--- src/design/svpwm_pkg.sv ---
package svpwm_pkg;

    localparam int PHASE_BITS     = 32;
    localparam int SINE_ADDR_BITS = 8;
    localparam int SINE_LEN       = 1 << SINE_ADDR_BITS;

    localparam int IDX_BITS   = SINE_ADDR_BITS + 2;
    localparam int IDX_SHIFT  = PHASE_BITS - SINE_ADDR_BITS - 1;
    localparam int RECIP3_SH  = 17;
    localparam logic [15:0] RECIP3 = 16'd43691;

    localparam logic [63:0] PI_Q30  = 64'd3373259426;
    localparam logic [16:0] ONE_Q16 = 17'h10000;

    localparam logic [2:0] SEC_0 = 3'd0;
    localparam logic [2:0] SEC_1 = 3'd1;
    localparam logic [2:0] SEC_2 = 3'd2;
    localparam logic [2:0] SEC_3 = 3'd3;
    localparam logic [2:0] SEC_4 = 3'd4;

    localparam logic [1:0] REG_CARRIER_PERIOD   = 2'd0;
    localparam logic [1:0] REG_MODULATION_INDEX = 2'd1;
    localparam logic [1:0] REG_PHASE_STEP       = 2'd2;

    typedef logic [63:0] taylor_div_t [1:8];
    localparam taylor_div_t TAYLOR_DIV = '{64'd6, 64'd20, 64'd42, 64'd72,
                                           64'd110, 64'd156, 64'd210, 64'd272};

    typedef logic [15:0] sine_rom_t [SINE_LEN];

    function automatic logic [15:0] sine_q16(input logic [63:0] x);
        logic [63:0] sum;
        logic [63:0] term;
        logic [63:0] v;
        sum  = x;
        term = x;
        for (int k = 1; k <= 8; k++)
        begin
            term = (term * x) >> 30;
            term = (term * x) >> 30;
            term = term / TAYLOR_DIV[k];
            if ((k % 2) == 1)
                sum = (sum > term) ? sum - term : 64'd0;
            else
                sum = sum + term;
        end
        v = (sum + 64'd8192) >> 14;
        return (v > 64'd65535) ? 16'hFFFF : v[15:0];
    endfunction

    function automatic sine_rom_t sine_rom_build();
        sine_rom_t t;
        for (int i = 0; i < SINE_LEN; i++)
        begin
            t[i] = sine_q16((PI_Q30 * 64'(i)) >> (SINE_ADDR_BITS + 1));
        end
        return t;
    endfunction

    localparam sine_rom_t SINE_ROM = sine_rom_build();

endpackage

--- src/design/svpwm_compare_generator.sv ---
// After the input transfer the FSM steps LOOK_M, MUL_M, LOOK_N, MUL_N, ZERO,
// CMP_A, CMP_B, CMP_C, DONE; a new tick is taken only in IDLE. A single shared
// 17x17 multiplier forms both active duties and the three compare values in turn.
// A finished result waits in the output register while the next tick is taken.
// Reset: phase accumulator cleared, registers take their default values
// (period 7500, depth 62259, step 21474836); the sine table is constant.
module svpwm_compare_generator
(
    input  logic        clk,
    input  logic        rst_n,
    input  logic        cfg_valid,
    output logic        cfg_ready,
    input  logic [1:0]  cfg_index,
    input  logic [31:0] cfg_data,
    input  logic        in_valid,
    output logic        in_ready,
    input  logic        advance,
    output logic        out_valid,
    input  logic        out_ready,
    output logic [15:0] compare_a,
    output logic [15:0] compare_b,
    output logic [15:0] compare_c,
    output logic [2:0]  sector
);

    localparam int P = svpwm_pkg::PHASE_BITS;
    localparam int A = svpwm_pkg::SINE_ADDR_BITS;
    localparam int W = svpwm_pkg::IDX_BITS;

    localparam logic [3:0] ST_IDLE   = 4'd0;
    localparam logic [3:0] ST_LOOK_M = 4'd1;
    localparam logic [3:0] ST_MUL_M  = 4'd2;
    localparam logic [3:0] ST_LOOK_N = 4'd3;
    localparam logic [3:0] ST_MUL_N  = 4'd4;
    localparam logic [3:0] ST_ZERO   = 4'd5;
    localparam logic [3:0] ST_CMP_A  = 4'd6;
    localparam logic [3:0] ST_CMP_B  = 4'd7;
    localparam logic [3:0] ST_CMP_C  = 4'd8;
    localparam logic [3:0] ST_DONE   = 4'd9;

    logic [3:0]  state_reg, state_next;
    logic [15:0] carrier_period_reg;
    logic [16:0] modulation_index_reg;
    logic [31:0] phase_step_reg;
    logic [31:0] phase_acc_reg;
    logic        out_valid_reg;

    logic [2:0]   sec_reg;
    logic [P-1:0] frac_reg;
    logic [15:0]  sine_reg;
    logic [15:0]  dm_reg, dn_reg;
    logic [16:0]  duty_a_reg, duty_b_reg, duty_c_reg;
    logic [15:0]  comp_a_reg, comp_b_reg, comp_c_reg;
    logic [15:0]  compare_a_reg, compare_b_reg, compare_c_reg;
    logic [2:0]   sector_reg;

    logic [P-1:0]  phase_w;
    logic [P+2:0]  scaled;
    logic [P:0]    f_sel;
    logic [W-1:0]  idx_v;
    logic [W+15:0] idx_prod;
    logic [A-1:0]  rom_idx;
    logic [16:0]   m_sat;
    logic [15:0]   period_eff;
    logic [16:0]   mul_a, mul_b;
    logic [33:0]   mul_p;
    logic [16:0]   cmp_raw;
    logic [15:0]   cmp_sat;
    logic [16:0]   sum_mn;
    logic [15:0]   d0;
    logic [16:0]   lo, mid_m, mid_n, hi;
    logic          in_xfer, out_load;

    assign in_ready  = (state_reg == ST_IDLE);
    assign cfg_ready = 1'b1;
    assign in_xfer   = in_valid && in_ready;
    assign out_load  = (state_reg == ST_DONE) && (!out_valid_reg || out_ready);

    assign out_valid = out_valid_reg;
    assign compare_a = compare_a_reg;
    assign compare_b = compare_b_reg;
    assign compare_c = compare_c_reg;
    assign sector    = sector_reg;

    assign phase_w = phase_acc_reg[31 -: P];
    assign scaled  = ({3'b000, phase_w} << 2) + ({3'b000, phase_w} << 1);

    assign f_sel    = (state_reg == ST_LOOK_M) ? (((P+1)'(1) << P) - {1'b0, frac_reg})
                                               : {1'b0, frac_reg};
    assign idx_v    = f_sel[P -: W];
    assign idx_prod = (W+16)'(idx_v) * (W+16)'(svpwm_pkg::RECIP3);
    assign rom_idx  = idx_prod[svpwm_pkg::RECIP3_SH +: A];

    assign m_sat      = (modulation_index_reg > svpwm_pkg::ONE_Q16) ? svpwm_pkg::ONE_Q16
                                                                    : modulation_index_reg;
    assign period_eff = (carrier_period_reg < 16'd2) ? 16'd2 : carrier_period_reg;

    always_comb
    begin
        case (state_reg)
            ST_MUL_M, ST_MUL_N:
            begin
                mul_a = m_sat;
                mul_b = {1'b0, sine_reg};
            end
            ST_CMP_A:
            begin
                mul_a = duty_a_reg;
                mul_b = {1'b0, period_eff};
            end
            ST_CMP_B:
            begin
                mul_a = duty_b_reg;
                mul_b = {1'b0, period_eff};
            end
            default:
            begin
                mul_a = duty_c_reg;
                mul_b = {1'b0, period_eff};
            end
        endcase
    end

    assign mul_p   = 34'(mul_a) * 34'(mul_b);
    assign cmp_raw = mul_p[32:16];

    always_comb
    begin
        if (cmp_raw == 17'd0)
            cmp_sat = 16'd1;
        else if (cmp_raw >= {1'b0, period_eff})
            cmp_sat = period_eff - 16'd1;
        else
            cmp_sat = cmp_raw[15:0];
    end

    assign sum_mn = {1'b0, dm_reg} + {1'b0, dn_reg};
    assign d0     = (sum_mn >= svpwm_pkg::ONE_Q16) ? 16'd0
                                                   : 16'((svpwm_pkg::ONE_Q16 - sum_mn) >> 1);
    assign lo     = {1'b0, d0};
    assign mid_m  = {1'b0, d0} + {1'b0, dm_reg};
    assign mid_n  = {1'b0, d0} + {1'b0, dn_reg};
    assign hi     = mid_m + {1'b0, dn_reg};

    always_comb
    begin
        state_next = state_reg;
        case (state_reg)
            ST_IDLE:   if (in_xfer) state_next = ST_LOOK_M;
            ST_LOOK_M: state_next = ST_MUL_M;
            ST_MUL_M:  state_next = ST_LOOK_N;
            ST_LOOK_N: state_next = ST_MUL_N;
            ST_MUL_N:  state_next = ST_ZERO;
            ST_ZERO:   state_next = ST_CMP_A;
            ST_CMP_A:  state_next = ST_CMP_B;
            ST_CMP_B:  state_next = ST_CMP_C;
            ST_CMP_C:  state_next = ST_DONE;
            ST_DONE:   if (out_load) state_next = ST_IDLE;
            default:   state_next = ST_IDLE;
        endcase
    end

    always_ff @(posedge clk or negedge rst_n)
    begin
        if (!rst_n)
        begin
            state_reg            <= ST_IDLE;
            carrier_period_reg   <= 16'd7500;
            modulation_index_reg <= 17'd62259;
            phase_step_reg       <= 32'd21474836;
            phase_acc_reg        <= 32'd0;
            out_valid_reg        <= 1'b0;
        end
        else
        begin
            state_reg <= state_next;
            if (cfg_valid && cfg_ready)
            begin
                case (cfg_index)
                    svpwm_pkg::REG_CARRIER_PERIOD:   carrier_period_reg   <= cfg_data[15:0];
                    svpwm_pkg::REG_MODULATION_INDEX: modulation_index_reg <= cfg_data[16:0];
                    svpwm_pkg::REG_PHASE_STEP:       phase_step_reg       <= cfg_data;
                    default: ;
                endcase
            end
            if (in_xfer && advance)
                phase_acc_reg <= phase_acc_reg + phase_step_reg;
            if (out_load)
                out_valid_reg <= 1'b1;
            else if (out_ready)
                out_valid_reg <= 1'b0;
        end
    end

    always_ff @(posedge clk)
    begin
        case (state_reg)
            ST_IDLE:
            begin
                sec_reg  <= scaled[P+2:P];
                frac_reg <= scaled[P-1:0];
            end
            ST_LOOK_M, ST_LOOK_N: sine_reg <= svpwm_pkg::SINE_ROM[rom_idx];
            ST_MUL_M:             dm_reg   <= mul_p[31:16];
            ST_MUL_N:             dn_reg   <= mul_p[31:16];
            ST_ZERO:
            begin
                case (sec_reg)
                    svpwm_pkg::SEC_0:
                    begin
                        duty_a_reg <= lo;    duty_b_reg <= mid_m; duty_c_reg <= hi;
                    end
                    svpwm_pkg::SEC_1:
                    begin
                        duty_a_reg <= mid_n; duty_b_reg <= lo;    duty_c_reg <= hi;
                    end
                    svpwm_pkg::SEC_2:
                    begin
                        duty_a_reg <= hi;    duty_b_reg <= lo;    duty_c_reg <= mid_m;
                    end
                    svpwm_pkg::SEC_3:
                    begin
                        duty_a_reg <= hi;    duty_b_reg <= mid_n; duty_c_reg <= lo;
                    end
                    svpwm_pkg::SEC_4:
                    begin
                        duty_a_reg <= mid_m; duty_b_reg <= hi;    duty_c_reg <= lo;
                    end
                    default:
                    begin
                        duty_a_reg <= lo;    duty_b_reg <= hi;    duty_c_reg <= mid_n;
                    end
                endcase
            end
            ST_CMP_A: comp_a_reg <= cmp_sat;
            ST_CMP_B: comp_b_reg <= cmp_sat;
            ST_CMP_C: comp_c_reg <= cmp_sat;
            default: ;
        endcase
        if (out_load)
        begin
            compare_a_reg <= comp_a_reg;
            compare_b_reg <= comp_b_reg;
            compare_c_reg <= comp_c_reg;
            sector_reg    <= sec_reg + 3'd1;
        end
    end

endmodule
--- config.mk ---
export PLATFORM = sky130hd
export DESIGN_NAME = svpwm_compare_generator
export DESIGN_NICKNAME = d
export VERILOG_FILES = /design/src/design/svpwm_pkg.sv /design/src/design/svpwm_compare_generator.sv
export SDC_FILE = /design/constraint.sdc
export NUM_CORES = 2
export LEC_CHECK = 0
export BUFFER_PORTS_ARGS = -buffer_cell sky130_fd_sc_hd__buf_2
export CORE_ASPECT_RATIO = 1.75
export CORE_MARGIN = 2
export CORE_UTILIZATION = 40
export DETAILED_ROUTE_END_ITERATION = 16
export HOLD_SLACK_MARGIN = 0.08
export SLEW_MARGIN = 15
export SYNTH_ARGS = -nofsm -noshare
export SYNTH_HDL_FRONTEND = slang
export SYNTH_SLANG_ARGS = --single-unit
--- constraint.sdc ---
create_clock -name clk -period 13.5 [get_ports clk]
set_clock_uncertainty 0.15 [all_clocks]
set_input_delay 3.375 -clock clk [delete_from_list [all_inputs] [get_ports clk]]
set_output_delay 3.375 -clock clk [all_outputs]
set_load 0.01 [all_outputs]
==> impl_metrics.ini <==
[timing]
relSlewSlack_pct = 2.567
finalSetupViolCount = 0
fin_setup_tns_ns = 0
rsz0062_at_grt = no
fin_ws_ns = 1.953
fin_crit_ns = 11.55
hold_viol_final = 0
fmax_mhz = 86.60
worstMarginPinSlew_ns = 1.457
finalCritPeriodShare_pct = 85.53
slew_viol_final = 0

[yosys]
synth_edf_count = 232
synth_area_sq_um = 34510
synthTopCellsByCount = 393 x nand2_1, 383 x inv_1, 338 x ha_1
syn_avg_cell_area_sq_um = 9.257
ys_ff_latch = 334
async_flop_share_pct = 30.54
synthMuxAreaShare_pct = 2.462
syn_nets = 4350
ys_warn_count = 0
ys_top_cells_by_area = edfxtp_1 20%, fa_1 14%, ha_1 12%
synth-compound-area-share_pct = 19.09
ys.flop_type = edfxtp_1
ys_types = 96
synthAdderAreaFrac_pct = 26.41
synth_top_family_by_area = adder cells
synth_top_area_share_pct = 20.19
yosys.area_share.simple_pct = 13.78
synth_most_common_cell = nand2_1
synth_area_leader_cell = edfxtp_1
synth-seq-area-share_pct = 27.69
syn-instance-count = 3728
synth_xor_area_share_pct = 4.365

[critical_path]
r2r_slack_ns = 1.95
start_kind = flip-flop
max_stage_delay_ns = 0.83
cp.required_ns = 13.69
worst_setup_path_end_kind = flip-flop
crit_fanout = 31
criticalPathCategory = flip-flop to flip-flop
cpMostUsedCell = fa_1
regToRegEndpoint = comp_c_reg[1]$_DFFE_PP_
crit_arrival_ns = 11.73
rr_worst_depth = 35
critPathSlowestCell = and2_1
reg2reg_from = modulation_index_reg[11]$_DFFE_PN0P_

[clock_network]
clock_tree.htree_level_count = 2
cts_sinks = 334
clk_pin_slew_worst_paths_ns = 0.07
cts_hold_buf = 0
clockBufferDepth = 3
numCtsBuffers = 36
cts-root-buf = clkbuf_16
post_cts_buffers = 0
cts_resized = 0
clock_latency_ns = 0.59
cts_tree = built

[floorplanning]
die_w_um = 226.0
die_area_sq_um = 88730
fp.coreArea_sq_um = 85640
io_pins = 94
start_util_pct = 40.30
fp.dieH_um = 392.6
row_count = 142

[route]
wl_per_cell_um = 27.09
drc = 0
vias = 30270
wl_mm = 134.5
viasPerCell = 6.097
firstDrtPassIters = 7
drt_iter0_markers = 2743
ant_nets = 0

[place]
gp_congestion = 1.113
dp_hpwl_mm = 104.6
dp_slack_ns = 2.028
io_buffers = 92

[cells_and_area]
nNetsFinal = 4402
syn2layout_area_growth_pct = 9.423
drive_above_1_share_pct = 10.27
finalCoreUtilization_pct = 44.09
fillCellCount = 8524

[global_route]
antenna_found_initial = 7
grt_max_degree = 61
grt_usage_pct = 30.62
grt-ovfl-total = 0
grt_pass1_vias = 30860
grt_pass1_wl_mm = 197.8

[job]
maxCapViolations = 0

[hold_path]
min_path_cells = 0
min-delay-start = comp_a_reg[11]$_DFFE_PN_
hp-class = flip-flop to flip-flop
hold_end = compare_a[11]$_DFFE_PP_

[outcome]
status = finished clean
-- layer usage --
metal  track usage (%)  routed length (um)
met2             54.63               67380
met3             5.947                8779
met4             26.87               14940
met1             29.97               43340
met5                 0                  32
-- cells by family (layout without fill, tap and decap cells) --
logic type,after synthesis,count (layout)
buffers and inverters,556,634
adders and majority gates,582,582
and+or+nand+nor,1052,1052
muxes,78,78
other,1,7
AOI/OAI and AO/OA,953,953
xor gates and xnor gates,172,172
DFF,334,334
-- worst max-delay path: cells and delay by family, from the launching register on --
kind / cells / cell delay [ns]
xor gates and xnor gates: 1 / 0.28
adders and majority gates: 8 / 3.71
buffers and inverters: 4 / 0.41
DFF: 1 / 0.41
AOI/OAI and AO/OA: 15 / 3.97
and+or+nand+nor: 7 / 2.35
-- cell type report --
cell class | count | area, sq um | share of cell area (%)
Clock buffer | 51 | 998.5 | 2.644
Inverter | 384 | 1441 | 3.817
Antenna cell | 6 | 15.01 | 0.03976
Multi-Input combinational cell | 2838 | 23000 | 60.91
Clock inverter | 13 | 128.9 | 0.3413
Timing Repair Buffer | 186 | 1181 | 3.128
Tap cell | 1152 | 1441 | 3.817
Sequential cell | 334 | 9555 | 25.30
-- metrics by stage --
step	hold slack (ns)	std cells	instance area, sq um
4_1_cts	0.2448	4957	37720
6_report	0.2581	4964	37760
3_3_place_gp	0.2523	4893	36590
3_5_place_dp	0.2545	4893	36590
2_1_floorplan	0.2503	3728	34510
5_1_grt	0.2679	4962	37760
-- worst max-delay path by stage --
stage	startpoint	to	slack [ns]	cells after the start
CTS	modulation_index_reg[11]$_DFFE_PN0P_	comp_c_reg[1]$_DFFE_PP_	1.99	35
floorplan	modulation_index_reg[11]$_DFFE_PN0P_	comp_a_reg[0]$_DFFE_PN_	3.36	39
detailed placement	modulation_index_reg[11]$_DFFE_PN0P_	comp_b_reg[1]$_DFFE_PN_	2.03	35
global route	modulation_index_reg[11]$_DFFE_PN0P_	comp_c_reg[1]$_DFFE_PP_	1.33	35
global placement	modulation_index_reg[11]$_DFFE_PN0P_	comp_a_reg[0]$_DFFE_PN_	2.27	35
finish	modulation_index_reg[11]$_DFFE_PN0P_	comp_c_reg[1]$_DFFE_PP_	1.95	35
-- cell usage in the layout, fill, tap and decap left out, types with 19 or more instances in the layout --
| cell | Yosys | routed |
|---|---|---|
| o31ai_1 | 20 | 20 |
| xnor2_1 | 120 | 118 |
| nand2_1 | 393 | 393 |
| o22ai_1 | 19 | 19 |
| nor4_1 | 26 | 25 |
| inv_1 | 383 | 382 |
| o21bai_1 | 34 | 34 |
| nor3_1 | 74 | 68 |
| a221o_1 | 22 | 22 |
| o211ai_1 | 32 | 32 |
| nor2_1 | 316 | 314 |
| clkbuf_16 | 0 | 37 |
| a21oi_1 | 208 | 207 |
| dfrtp_1 | 73 | 73 |
| o21a_1 | 27 | 27 |
| buf_4 | 1 | 93 |
| edfxtp_1 | 232 | 232 |
| mux2i_1 | 23 | 20 |
| a31oi_1 | 29 | 29 |
| nor2b_1 | 24 | 23 |
| dfstp_2 | 29 | 29 |
| nand2b_1 | 36 | 36 |
| a21o_1 | 53 | 53 |
| a222oi_1 | 33 | 33 |
| and2_1 | 24 | 24 |
| a211oi_1 | 38 | 38 |
| mux2_2 | 55 | 55 |
| buf_2 | 22 | 91 |
| o21ai_0 | 207 | 205 |
| nand3_1 | 56 | 55 |
| a221oi_1 | 31 | 31 |
| xor2_1 | 52 | 51 |
| ha_1 | 338 | 338 |
| fa_1 | 244 | 244 |
Power is not shown: default switching activity piles up to over one toggle a cycle in this logic, so the estimate is an artifact.
